==> config.mk <==
export PLATFORM = sky130hd
export DESIGN_NAME = detent_knob_target_and_error_core
export DESIGN_NICKNAME = d
export VERILOG_FILES = /design/src/rtl/dkte_pkg.sv /design/src/rtl/dkte_serial_div.sv /design/src/rtl/detent_knob_target_and_error_core.sv
export SDC_FILE = /design/constraint.sdc
export NUM_CORES = 1
export LEC_CHECK = 0
export BUFFER_PORTS_ARGS = -buffer_cell sky130_fd_sc_hd__buf_2
export CAP_MARGIN = 0
export CORE_MARGIN = 10
export CORE_UTILIZATION = 30
export DETAILED_ROUTE_END_ITERATION = 10
export RECOVER_POWER = 100
export SKIP_CTS_REPAIR_TIMING = 1
export SLEW_MARGIN = 40
export SYNTH_ARGS = -nofsm -noshare
export SYNTH_HDL_FRONTEND = slang
export SYNTH_SLANG_ARGS = --single-unit
export TNS_END_PERCENT = 10
==> constraint.sdc <==
create_clock -name clk -period 6.2 [get_ports clk]
set_input_delay 0.62 -clock clk [delete_from_list [all_inputs] [get_ports clk]]
set_output_delay 0.62 -clock clk [all_outputs]
set_load 0.005 [all_outputs]
==> src/rtl/dkte_pkg.sv <==
// ----------------------------------------------------------------------------
// dkte_pkg
// Shared types and constants for the detent knob target and error core.
// ----------------------------------------------------------------------------
package dkte_pkg;

  localparam int ANGLE_BITS_DEF  = 12;
  localparam int MAX_DETENTS_DEF = 256;

  localparam int CFG_ADDR_W = 3;
  localparam int CFG_DATA_W = 12;

  localparam int BASE_W = 12;
  localparam int HALF_W = 11;
  localparam int DET_W  = 9;
  localparam int DEAD_W = 10;
  localparam int VEL_W  = 16;

  localparam logic [CFG_ADDR_W-1:0] REG_MODE   = 3'd0;
  localparam logic [CFG_ADDR_W-1:0] REG_BASE   = 3'd1;
  localparam logic [CFG_ADDR_W-1:0] REG_HALF   = 3'd2;
  localparam logic [CFG_ADDR_W-1:0] REG_DETENT = 3'd3;
  localparam logic [CFG_ADDR_W-1:0] REG_DEAD   = 3'd4;

  localparam logic [HALF_W-1:0] HALF_RST   = 11'd512;
  localparam logic [DET_W-1:0]  DETENT_RST = 9'd8;
  localparam logic [DEAD_W-1:0] DEAD_RST   = 10'd8;

  typedef enum logic [1:0] {
    ST_IDLE,
    ST_PREP,
    ST_MUL,
    ST_DIV
  } state_t;

endpackage

==> src/rtl/dkte_serial_div.sv <==
// ----------------------------------------------------------------------------
// dkte_serial_div
// Restoring divider, one quotient bit per cycle, dividend shifted in MSB first.
// ----------------------------------------------------------------------------
module dkte_serial_div #(
  parameter int DVD_W = 22,
  parameter int DVS_W = 9
) (
  input  logic             clk,
  input  logic             rst_n,
  input  logic             start,
  input  logic [DVD_W-1:0] dividend,
  input  logic [DVS_W-1:0] divisor,
  output logic             busy,
  output logic [DVD_W-1:0] quotient
);

  localparam int CNT_W = $clog2(DVD_W + 1);

  logic [DVS_W-1:0] rem_r, rem_nxt;
  logic [DVS_W-1:0] dvs_r, dvs_nxt;
  logic [DVD_W-1:0] quo_r, quo_nxt;
  logic [CNT_W-1:0] cnt_r, cnt_nxt;
  logic [DVS_W:0]   trial;
  logic [DVS_W+1:0] diff;
  logic             qbit;

  always_comb begin
    trial   = {rem_r, quo_r[DVD_W-1]};
    diff    = {1'b0, trial} - {2'b00, dvs_r};
    qbit    = ~diff[DVS_W+1];
    rem_nxt = rem_r;
    dvs_nxt = dvs_r;
    quo_nxt = quo_r;
    cnt_nxt = cnt_r;
    if (start) begin
      rem_nxt = '0;
      dvs_nxt = divisor;
      quo_nxt = dividend;
      cnt_nxt = CNT_W'(DVD_W);
    end else if (cnt_r != '0) begin
      rem_nxt = qbit ? diff[DVS_W-1:0] : trial[DVS_W-1:0];
      quo_nxt = {quo_r[DVD_W-2:0], qbit};
      cnt_nxt = cnt_r - CNT_W'(1);
    end
  end

  always_ff @(posedge clk) begin
    if (!rst_n) begin
      cnt_r <= '0;
    end else begin
      cnt_r <= cnt_nxt;
    end
  end

  always_ff @(posedge clk) begin
    rem_r <= rem_nxt;
    dvs_r <= dvs_nxt;
    quo_r <= quo_nxt;
  end

  assign busy     = (cnt_r != '0);
  assign quotient = quo_r;

endmodule

==> src/rtl/detent_knob_target_and_error_core.sv <==
// ----------------------------------------------------------------------------
// detent_knob_target_and_error_core
// Detent snap, end-stop window, wrapped error with dead zone, low-pass velocity.
// Each angle passes through the prep state, the bit-serial multiplier and the bit-serial
// detent divider in turn, with the velocity divider running alongside; a new angle is
// accepted only after the previous result has been registered into the output.
// Reset: synchronous; registers return to defaults, velocity and history clear.
// ----------------------------------------------------------------------------
module detent_knob_target_and_error_core #(
  parameter int ANGLE_BITS  = dkte_pkg::ANGLE_BITS_DEF,
  parameter int MAX_DETENTS = dkte_pkg::MAX_DETENTS_DEF
) (
  input  logic                              clk,
  input  logic                              rst_n,
  input  logic                              cfg_we,
  input  logic [dkte_pkg::CFG_ADDR_W-1:0]   cfg_addr,
  input  logic [dkte_pkg::CFG_DATA_W-1:0]   cfg_wdata,
  input  logic                              in_tvalid,
  output logic                              in_tready,
  // angle
  input  logic [((ANGLE_BITS+7)/8)*8-1:0]   in_tdata,
  output logic                              out_tvalid,
  input  logic                              out_tready,
  // target_angle, target_err, dz_err, velocity
  output logic [((3*ANGLE_BITS+18+7)/8)*8-1:0] out_tdata,
  // in_window
  output logic                              out_tuser
);

  localparam int AB     = ANGLE_BITS;
  localparam int TURN   = 2 ** ANGLE_BITS;
  localparam int HALF   = TURN / 2;
  localparam int NW     = $clog2(MAX_DETENTS + 1);
  localparam int NCW    = (NW > dkte_pkg::DET_W) ? NW : dkte_pkg::DET_W;
  localparam int PW     = ANGLE_BITS + NW;
  localparam int SD_W   = NW + ANGLE_BITS + 1;
  localparam int STEP_W = $clog2(NW + 1);
  localparam int ERR_W  = ANGLE_BITS + 1;
  localparam int WD_W   = ANGLE_BITS + 2;
  localparam int HW     = (ANGLE_BITS > dkte_pkg::HALF_W) ? ANGLE_BITS : dkte_pkg::HALF_W;
  localparam int BW     = (ANGLE_BITS > dkte_pkg::BASE_W) ? ANGLE_BITS : dkte_pkg::BASE_W;
  localparam int DZX_W  = (ANGLE_BITS + 2 > 12) ? ANGLE_BITS + 2 : 12;
  localparam int MAG_W  = (ANGLE_BITS + 4 > 19) ? ANGLE_BITS + 5 : 20;
  localparam int NUM_W  = MAG_W + 1;
  localparam int VW     = dkte_pkg::VEL_W;
  localparam int OUT_W  = ((3 * ANGLE_BITS + 18 + 7) / 8) * 8;

  function automatic logic signed [ERR_W-1:0] wrap_diff(input logic [AB-1:0] x,
                                                        input logic [AB-1:0] y);
    logic signed [WD_W-1:0] d;
    d = $signed({2'b00, x}) - $signed({2'b00, y});
    if (d > $signed(WD_W'(HALF))) d = d - $signed(WD_W'(TURN));
    else if (d < -$signed(WD_W'(HALF))) d = d + $signed(WD_W'(TURN));
    return d[ERR_W-1:0];
  endfunction

  function automatic logic [ERR_W-1:0] abs_err(input logic signed [ERR_W-1:0] e);
    logic signed [ERR_W-1:0] n;
    n = -e;
    return e[ERR_W-1] ? n : e;
  endfunction

  // configuration
  logic                          mode_r;
  logic [dkte_pkg::BASE_W-1:0]   base_r;
  logic [dkte_pkg::HALF_W-1:0]   half_r;
  logic [dkte_pkg::DET_W-1:0]    detent_r;
  logic [dkte_pkg::DEAD_W-1:0]   dead_r;

  dkte_pkg::state_t state_r, state_nxt;

  logic [AB-1:0]          a_r;
  logic [AB-1:0]          prev_r;
  logic                   have_prev_r;
  logic signed [VW-1:0]   vel_r;
  logic                   win_r;
  logic [AB-1:0]          edge_r;
  logic                   vneg_r;
  logic [PW-1:0]          acc_r, mcand_r;
  logic [NW-1:0]          mplier_r;
  logic [STEP_W-1:0]      step_r;
  logic                   out_valid_r, out_valid_nxt;
  logic [OUT_W-1:0]       out_data_r;
  logic                   out_user_r;

  logic                   accept, fin;
  logic                   vdiv_start, sdiv_start;
  logic                   vdiv_busy, sdiv_busy;
  logic [MAG_W-1:0]       vdiv_q;
  logic [SD_W-1:0]        sdiv_q;

  // -------- shared config-derived values
  logic [NCW-1:0]         det_x;
  logic [NW-1:0]          n_eff;
  logic [BW-1:0]          base_x;
  logic [AB-1:0]          b;
  logic [HW-1:0]          h_x, h_cl;
  logic [AB-1:0]          h;

  always_comb begin
    det_x = NCW'(detent_r);
    if (detent_r == '0) n_eff = NW'(1);
    else if (det_x > NCW'(MAX_DETENTS)) n_eff = NW'(MAX_DETENTS);
    else n_eff = det_x[NW-1:0];
    base_x = BW'(base_r);
    b      = base_x[AB-1:0];
    h_x    = HW'(half_r);
    h_cl   = (h_x > HW'(HALF - 1)) ? HW'(HALF - 1) : h_x;
    h      = h_cl[AB-1:0];
  end

  // -------- window and edge selection (prep cycle)
  logic [AB-1:0]    up_a, lo_a;
  logic [ERR_W-1:0] dist_b, du, dl;
  logic             win_c;

  always_comb begin
    dist_b = abs_err(wrap_diff(a_r, b));
    win_c  = (dist_b <= {1'b0, h});
    up_a   = b + h;
    lo_a   = b - h;
    du     = abs_err(wrap_diff(up_a, a_r));
    dl     = abs_err(wrap_diff(lo_a, a_r));
  end

  // -------- velocity numerator (prep cycle)
  logic signed [ERR_W-1:0] dx;
  logic signed [NUM_W-1:0] vx, xx, num, num_neg;
  logic [MAG_W-1:0]        vmag;

  always_comb begin
    dx      = have_prev_r ? wrap_diff(a_r, prev_r) : '0;
    vx      = {{(NUM_W-VW){vel_r[VW-1]}}, vel_r};
    xx      = {{(NUM_W-ERR_W){dx[ERR_W-1]}}, dx};
    num     = (vx <<< 3) + vx + (xx <<< 4);
    num_neg = -num;
    vmag    = (num[NUM_W-1] ? num_neg[MAG_W-1:0] : num[MAG_W-1:0]) + MAG_W'(5);
  end

  // -------- detent index from product
  logic [PW-1:0]   idx_sum;
  logic [NW-1:0]   idx_raw, idx;
  logic [SD_W-1:0] sdiv_dvd;

  always_comb begin
    idx_sum  = acc_r + PW'(HALF);
    idx_raw  = idx_sum[PW-1:AB];
    idx      = (idx_raw == n_eff) ? '0 : idx_raw;
    sdiv_dvd = (SD_W'(idx) << (AB + 1)) + SD_W'(n_eff);
  end

  // -------- result assembly
  logic [AB-1:0]           tgt;
  logic signed [ERR_W-1:0] err;
  logic signed [DZX_W-1:0] err_x, dz_x, eff_x;
  logic signed [ERR_W-1:0] eff;
  logic [VW-1:0]           vel_new;
  logic [MAG_W-1:0]        vq_neg;

  always_comb begin
    tgt   = (mode_r && !win_r) ? edge_r : sdiv_q[AB-1:0];
    err   = wrap_diff(tgt, a_r);
    err_x = {{(DZX_W-ERR_W){err[ERR_W-1]}}, err};
    dz_x  = $signed(DZX_W'(dead_r));
    if ($signed({{(DZX_W-ERR_W){1'b0}}, abs_err(err)}) > dz_x) begin
      eff_x = err[ERR_W-1] ? err_x + dz_x : err_x - dz_x;
    end else begin
      eff_x = '0;
    end
    eff    = eff_x[ERR_W-1:0];
    vq_neg = -vdiv_q;
    if (!vneg_r) begin
      vel_new = (vdiv_q > MAG_W'(32767)) ? 16'h7FFF : vdiv_q[VW-1:0];
    end else begin
      vel_new = (vdiv_q > MAG_W'(32768)) ? 16'h8000 : vq_neg[VW-1:0];
    end
  end

  // -------- sequencer
  always_comb begin
    state_nxt  = state_r;
    in_tready  = 1'b0;
    vdiv_start = 1'b0;
    sdiv_start = 1'b0;
    fin        = 1'b0;
    case (state_r)
      dkte_pkg::ST_IDLE: begin
        in_tready = 1'b1;
        if (in_tvalid) state_nxt = dkte_pkg::ST_PREP;
      end
      dkte_pkg::ST_PREP: begin
        vdiv_start = 1'b1;
        state_nxt  = dkte_pkg::ST_MUL;
      end
      dkte_pkg::ST_MUL: begin
        if (step_r == '0) begin
          sdiv_start = 1'b1;
          state_nxt  = dkte_pkg::ST_DIV;
        end
      end
      dkte_pkg::ST_DIV: begin
        if (!sdiv_busy && !vdiv_busy && (!out_valid_r || out_tready)) begin
          fin       = 1'b1;
          state_nxt = dkte_pkg::ST_IDLE;
        end
      end
      default: state_nxt = dkte_pkg::ST_IDLE;
    endcase
    accept        = in_tvalid && in_tready;
    out_valid_nxt = (out_valid_r && !out_tready) || fin;
  end

  always_ff @(posedge clk) begin
    if (!rst_n) begin
      state_r     <= dkte_pkg::ST_IDLE;
      out_valid_r <= 1'b0;
      have_prev_r <= 1'b0;
      prev_r      <= '0;
      vel_r       <= '0;
      mode_r      <= 1'b0;
      base_r      <= '0;
      half_r      <= dkte_pkg::HALF_RST;
      detent_r    <= dkte_pkg::DETENT_RST;
      dead_r      <= dkte_pkg::DEAD_RST;
    end else begin
      state_r     <= state_nxt;
      out_valid_r <= out_valid_nxt;
      if (fin) begin
        have_prev_r <= 1'b1;
        prev_r      <= a_r;
        vel_r       <= vel_new;
      end
      if (cfg_we) begin
        case (cfg_addr)
          dkte_pkg::REG_MODE:   mode_r   <= cfg_wdata[0];
          dkte_pkg::REG_BASE:   base_r   <= cfg_wdata[dkte_pkg::BASE_W-1:0];
          dkte_pkg::REG_HALF:   half_r   <= cfg_wdata[dkte_pkg::HALF_W-1:0];
          dkte_pkg::REG_DETENT: detent_r <= cfg_wdata[dkte_pkg::DET_W-1:0];
          dkte_pkg::REG_DEAD:   dead_r   <= cfg_wdata[dkte_pkg::DEAD_W-1:0];
          default: ;
        endcase
      end
    end
  end

  // serial shift-add multiplier: angle * detent count
  always_ff @(posedge clk) begin
    if (accept) a_r <= in_tdata[AB-1:0];
    if (state_r == dkte_pkg::ST_PREP) begin
      win_r    <= win_c;
      edge_r   <= (du < dl) ? up_a : lo_a;
      vneg_r   <= num[NUM_W-1];
      acc_r    <= '0;
      mcand_r  <= PW'(a_r);
      mplier_r <= n_eff;
      step_r   <= STEP_W'(NW);
    end else if (state_r == dkte_pkg::ST_MUL && step_r != '0) begin
      if (mplier_r[0]) acc_r <= acc_r + mcand_r;
      mcand_r  <= mcand_r << 1;
      mplier_r <= mplier_r >> 1;
      step_r   <= step_r - STEP_W'(1);
    end
    if (fin) begin
      out_data_r <= OUT_W'({vel_new, eff, err, tgt});
      out_user_r <= !mode_r || win_r;
    end
  end

  dkte_serial_div #(
    .DVD_W (MAG_W),
    .DVS_W (4)
  ) u_vel_div (
    .clk      (clk),
    .rst_n    (rst_n),
    .start    (vdiv_start),
    .dividend (vmag),
    .divisor  (4'd10),
    .busy     (vdiv_busy),
    .quotient (vdiv_q)
  );

  // (2*idx*TURN + n) / (2*n)
  dkte_serial_div #(
    .DVD_W (SD_W),
    .DVS_W (NW + 1)
  ) u_snap_div (
    .clk      (clk),
    .rst_n    (rst_n),
    .start    (sdiv_start),
    .dividend (sdiv_dvd),
    .divisor  ({n_eff, 1'b0}),
    .busy     (sdiv_busy),
    .quotient (sdiv_q)
  );

  assign out_tvalid = out_valid_r;
  assign out_tdata  = out_data_r;
  assign out_tuser  = out_user_r;

endmodule
# == Word level (Yosys, flattened, before mapping) ==
# Cells that the tools add are included.
# totals
ff_bits,286
input_bits,36
wordCells,180
# op_classes
addsub,36
order_cmp,16
eq_ne,11
muxes,49
n_bitwise,3
n_reduce_logical,34
# op_table
operator,n
2-to-1 mux 13 bit,16
adder 13 bit (second input constant),5
greater-than comparator 13 bit (second input constant),5
less-than comparator 13 x 12 -> 1 bit (second input constant),5
subtractor 12 x 12 -> 13 bit,5
subtractor 13 bit (second input constant),5
2-to-1 mux 20 bit,3
negator 13 bit,4
2-to-1 mux 12 bit,4
2-to-1 mux 16 bit,3
2-to-1 mux 9 bit,5
2-to-1 mux 22 bit,2
adder 22 x 9 -> 22 bit,1
adder 20 x 17 -> 21 bit,1
adder 21 x 12 -> 21 bit (second input constant),1
adder 21 bit,1
adder 19 x 16 -> 20 bit,1
adder 20 x 3 -> 20 bit (second input constant),1
greater-than comparator 20 x 15 -> 1 bit (second input constant),1
greater-than comparator 20 x 16 -> 1 bit (second input constant),1
2-to-1 mux 5 bit,4
negator 20 bit,1
negator 16 bit,1
adder 13 x 11 -> 13 bit,1
37 further kinds,72

# == Depth between registers and ports, before layout ==
# depth
ltp_word,10
mapped_depth,33
mapped_depth_nobuf,32

# == Cells and area by module ==
# A second synthesis with hierarchy kept.
# unflattened
hier_cells,2340
area_unflattened_um2,21333.0
# by_module_without_submodules
mod,n_inst,cells_per_inst,area_each_um2
detent_knob_target_and_error_core,1,2042,17466.8
dkte_serial_div at u_snap_div,1,181,2324.7
dkte_serial_div at u_vel_div,1,117,1541.5

# == Worst setup path after synthesis ==
# Ideal clock, no wire load.
# synth_path
kind,flip-flop to flip-flop
startpoint,register a_r[1]
endpoint,"register u_vel_div.quo_r[14] (netlist: u_vel_div.quotient[14]), data pin"
t_arrival_ps,6523
required_ps,5940
setup_slack_ps,-583
stages_incl_launch_ff,30
path_buffers,1
period_less_slack_ps,6783
path_cell_list,edfxtp_1 > inv_1 > fa_1 > nor2b_1 > o21ai_0 > a21boi_0 > o21ai_0 > a21boi_0 > o21ai_0 > nand2b_1 > xor2_1 > nor4_1 > o21ai_0 > o211a_1 > fa_1 > ha_1 > nand3_1 > or2_2 > o21a_1 > o311ai_1 > clkbuf_1 > clkinv_1 > mux2i_1 > inv_1 > ha_1 > nand3b_1 > nand3_1 > nor2_1 > xnor2_1 > mux2_2
# synth_between
elab_cells_between_ends,13
cone_classes,6 x add/sub; 2 x order compare; 5 x mux
# synth_rtl
element,line_no,text
start: declaration,detent_knob_target_and_error_core.sv:72,logic [AB-1:0] a_r;
start signal: assignment,detent_knob_target_and_error_core.sv:248,if (accept) a_r <= in_tdata[AB-1:0];
subtractor 12 x 12 -> 13 bit *,detent_knob_target_and_error_core.sv:51,"d = $signed({2'b00, x}) - $signed({2'b00, y});"
adder 13 bit / less-than comparator 13 x 12 -> 1 bit (equally long branches),detent_knob_target_and_error_core.sv:53,else if (d < -$signed(WD_W'(HALF))) d = d + $signed(WD_W'(TURN));
2-to-1 mux 13 bit,detent_knob_target_and_error_core.sv:53,
2-to-1 mux 13 bit *,detent_knob_target_and_error_core.sv:52,if (d > $signed(WD_W'(HALF))) d = d - $signed(WD_W'(TURN));
2-to-1 mux 13 bit *,detent_knob_target_and_error_core.sv:132,"dx = have_prev_r ? wrap_diff(a_r, prev_r) : '0;"
adder 20 x 17 -> 21 bit *,detent_knob_target_and_error_core.sv:135,num = (vx <<< 3) + vx + (xx <<< 4);
named net num[20],detent_knob_target_and_error_core.sv:128,"logic signed [NUM_W-1:0] vx, xx, num, num_neg;"
2-to-1 mux 20 bit *,detent_knob_target_and_error_core.sv:137,vmag = (num[NUM_W-1] ? num_neg[MAG_W-1:0] : num[MAG_W-1:0]) + MAG_W'(5);
adder 20 x 3 -> 20 bit *,detent_knob_target_and_error_core.sv:137,
2-to-1 mux 20 bit *,dkte_serial_div.sv:36,if (start) begin
named net u_vel_div.quo_nxt[14],dkte_serial_div.sv:22,"logic [DVD_W-1:0] quo_r, quo_nxt;"
end signal: assignment,dkte_serial_div.sv:59,quo_r <= quo_nxt;
end: declaration,dkte_serial_div.sv:22,
# The timed path passes the listed nets; every way through them passes the cells marked *.
# A chain may end at the register's enable or synchronous reset.

# == Worst setup path in the final report ==
# layout_path
startpoint,register a_r[1]
endpoint,"register u_vel_div.quo_r[19] (netlist: u_vel_div.quotient[19]), data pin"
# layout_between
elab_chain_len,10
elab_cells_between_ends,13
cone_classes,6 x add/sub; 2 x order compare; 5 x mux
# layout_rtl
element,line_no,text
subtractor 12 x 12 -> 13 bit *,detent_knob_target_and_error_core.sv:51,
adder 13 bit / less-than comparator 13 x 12 -> 1 bit (equally long branches),detent_knob_target_and_error_core.sv:53,
2-to-1 mux 13 bit,detent_knob_target_and_error_core.sv:53,
2-to-1 mux 13 bit *,detent_knob_target_and_error_core.sv:52,
2-to-1 mux 13 bit *,detent_knob_target_and_error_core.sv:132,
adder 20 x 17 -> 21 bit *,detent_knob_target_and_error_core.sv:135,
negator 20 bit,detent_knob_target_and_error_core.sv:136,num_neg = -num;
2-to-1 mux 20 bit *,detent_knob_target_and_error_core.sv:137,
adder 20 x 3 -> 20 bit *,detent_knob_target_and_error_core.sv:137,
2-to-1 mux 20 bit *,dkte_serial_div.sv:36,
named net u_vel_div.quo_nxt[19],dkte_serial_div.sv:22,
# Marks and branches as above.

==> flow_metrics.py <==
metrics = {
    "outcome": {
        "status": "finished with violations",
        "violations": "setup timing",
    },
    "logic_synthesis": {
        "async_reset_ff_share_pct": 0,
        "ys_seq_elements": 286,
        "ys_seq_area_share_pct": 34.35,
        "syn_area_per_cell_um2": 8.730,
        "syn_inst": 2420,
        "synth_edf_count": 153,
        "mappedNetlistArea_um2": 21130,
        "synth.distinct_cells": 81,
        "yosysWarnings": 0,
        "synth-main-ff-cell": "edfxtp_1",
    },
    "clocking": {
        "cts_tree": "done",
        "cts.path.max_buffers": 3,
        "htreeDepth": 2,
        "clkSlewWorstSetupHoldPaths_ns": 0.06,
        "clkSinkCount": 286,
        "clock_latency_ns": 0.55,
        "cts_root_buf": "clkbuf_16",
        "cts_made_buffers": 34,
    },
    "hold_path": {
        "min_from": "cfg_wdata[10]",
        "worstHoldPathType": "in -> reg",
    },
    "cells_and_area": {
        "final_nets": 2916,
        "instances_no_fill": 3630,
        "syn_to_final_growth_pct": 22.17,
        "drive_gt1_share_pct": 20.07,
        "regArea_um2": 7267,
        "fillCellCount": 7153,
        "multi_input_area_um2": 13610,
        "n_antenna_cell": 0,
    },
    "grt": {
        "grt_remaining_overflow": 0,
        "grt_usage_pct": 13.14,
        "grt_max_degree": 68,
        "grt_first_pass_wirelength_um": 88450,
        "antenna_found_initial": 2,
        "grt_pass1_vias": 16730,
    },
    "pwr": {
        "peakVddDrop_mv": 0.3725,
        "p_per_area_nw_per_um2": 482.7,
        "leakage_nw": 10.37,
        "total_power_mw": 12.46,
    },
    "sta": {
        "min_period_over_period_pct": 100.9,
        "setup_violations": 3,
        "rsz0062_at_grt": "true",
        "finalHoldViolCount": 0,
        "tightest_slew_ns": 0.8712,
        "skew_ns": 0.01996,
        "whs_ns": 0.3670,
        "drv_slew": 0,
        "relSlewSlack_pct": 41.18,
        "setup_slack_ns": -0.05707,
        "max_freq_mhz": 159.8,
        "post-route-min-period_ns": 6.257,
        "tns_ns": -0.06552,
    },
    "placed_design": {
        "portBuffers": 88,
        "post-place-cells": 3534,
        "dp_hpwl_um": 43050,
        "gp_congestion": 0.8971,
    },
    "detailed_routing": {
        "ant_nets": 0,
        "routed-via-count": 17890,
        "finalWirelength_um": 57090,
        "wl_per_cell_um": 15.73,
        "via_per_inst": 4.929,
        "drcViolationCount": 0,
        "dr.pass1.iters": 5,
        "drt-initial-drc-count": 991,
    },
    "setup_path": {
        "path_class": "reg -> reg",
        "worstPathRequired_ns": 6.50,
        "rr_startpoint": "a_r[1]$_DFFE_PP_",
        "path_max_fanout": 6,
        "critPathLaunchType": "register",
        "crit_top_cell": "o21ai_1",
        "worstSetupStartpoint": "a_r[1]$_DFFE_PP_",
        "arrival_ns": 6.55,
        "crit_path_end_kind": "register",
        "max_stage_delay_ns": 0.59,
        "crit_slowest_cell": "or4_4",
    },
    "floorplan": {
        "die_area_um2": 81440,
        "die_y_um": 285.4,
        "core_um2": 69910,
        "start_util_pct": 30.22,
        "io_pins": 95,
        "chipWidth_um": 285.4,
        "row_count": 97,
    },
    "flow_run": {
        "cap_violations": 0,
    },
}
synthesized netlist by cell type, types with 28 or more instances:
master      n  share of area (%)
or3_1      28               0.83
a21o_1     36                1.3
a21oi_1   146                3.5
o21a_1     36                1.3
xor2_1     48                2.0
nor2b_1    42                1.2
nor3_1     61                1.4
xnor2_1   121                5.0
o21ai_0   133                3.2
dfxtp_1   133                 13
nor3b_1    29                1.0
a21boi_0   76                2.7
inv_1     180                3.2
mux2_2     52                2.8
nor2_1    193                3.4
edfxtp_1  153                 22
nand3_1    47                1.1
nand2_1   304                5.4
clkbuf_1   76                1.4
ha_1      191                 11
registers in the layout, indices dropped and copies added, names as in the netlist, 2 cells and up:
| name | flops |
|---|---|
| u_vel_div.quotient | 20 |
| step_r | 4 |
| u_snap_div.quotient | 22 |
| mplier_r | 9 |
| dead_r | 10 |
| u_vel_div.rem_r | 4 |
| u_snap_div.rem_r | 10 |
| mcand_r | 21 |
| u_snap_div.dvs_r | 9 |
| prev_r | 12 |
| a_r | 12 |
| u_vel_div.cnt_r | 5 |
| edge_r | 12 |
| acc_r | 21 |
| half_r | 11 |
| det_x | 9 |
| state_r | 2 |
| b | 12 |
| vel_r | 16 |
| out_tdata | 54 |
| u_snap_div.cnt_r | 5 |
cells in the final DEF (no fill, tap or decap), drive strengths merged, types with 42 or more instances in the layout:
| master | synthesis | layout |
|---|---|---|
| edfxtp | 153 | 153 |
| nor2b | 42 | 42 |
| a21oi | 147 | 147 |
| o21ai | 136 | 136 |
| xor2 | 48 | 48 |
| ha | 191 | 191 |
| nor3 | 61 | 61 |
| mux2 | 52 | 52 |
| nor2 | 194 | 194 |
| nand2 | 304 | 304 |
| inv | 180 | 179 |
| clkbuf | 76 | 56 |
| buf | 8 | 277 |
| a21boi | 76 | 76 |
| dfxtp | 133 | 133 |
| xnor2 | 121 | 121 |
| nand3 | 47 | 47 |
kinds of logic (layout without fill, tap and decap cells):
logic type / count (synthesis) / after routing / share of synthesized area [%]
other cells: 2 / 4 / 0.03555
flops: 286 / 286 / 34.35
fa+ha+maj: 216 / 216 / 13.68
mux: 65 / 65 / 3.388
simple gates: 832 / 832 / 18.68
xor+xnor: 169 / 169 / 7.006
compound gates: 585 / 585 / 18.10
buf+inv: 265 / 533 / 4.756
path summary, 6_finish.rpt:
kind                                            to  slack [ns]  cells after the start
hold / removal             half_r[10]$_SDFFE_PN0P_        0.37                      3
setup / recovery  u_vel_div.quotient[19]$_DFFE_PP_       -0.06                     28
setup reg to reg  u_vel_div.quotient[19]$_DFFE_PP_       -0.06                     28
hold reg to reg              acc_r[6]$_SDFFE_PP0P_        0.46                      2
per-layer routing:
metal | part of all wire, % | global-route usage, % | wire, µm
met5 | 0.035 | 0 | 20
met4 | 2.0 | 3.000 | 1118
met3 | 5.3 | 2.609 | 3046
met2 | 45 | 21.07 | 25650
met1 | 48 | 17.93 | 27260
power by group:
part | switching (mW) | internal [mW] | leakage [nW]
Combinational | 4.02 | 3.34 | 7.30
Clock | 0.866 | 1.11 | 0.526
Sequential | 0.313 | 2.81 | 2.54
Total | 5.20 | 7.26 | 10.4
cell type report:
cell class / instances / area share, %
Clock buffer: 43 / 3.583
Clock inverter: 19 / 0.6496
Inverter: 181 / 2.642
Multi-Input combinational cell: 1871 / 52.74
Sequential cell: 286 / 28.16
Tap cell: 940 / 4.557
Timing Repair Buffer: 290 / 7.674
through the flow:
step                area, µm²  worst slack (ns)  utilization, %
finish                  25810          -0.05707           36.92
global route            25810           -0.3264           36.92
CTS                     24880           -0.4802           35.58
detailed placement      23780           -0.4371           34.02
global placement        23740           -0.3552           33.97
floorplan               21200          -0.05224               -
critical path, delay by kind of cell, from the launching register on:
| family | cells | cell delay, ns |
|---|---|---|
| AOI/OAI and AO/OA | 11 | 2.05 |
| and+or+nand+nor | 6 | 1.29 |
| adders and majority gates | 3 | 0.92 |
| buffers and inverters | 4 | 0.53 |
| muxes | 2 | 0.51 |
| DFF | 1 | 0.45 |
| xor gates and xnor gates | 2 | 0.29 |
(Power assumes the default switching activity.)
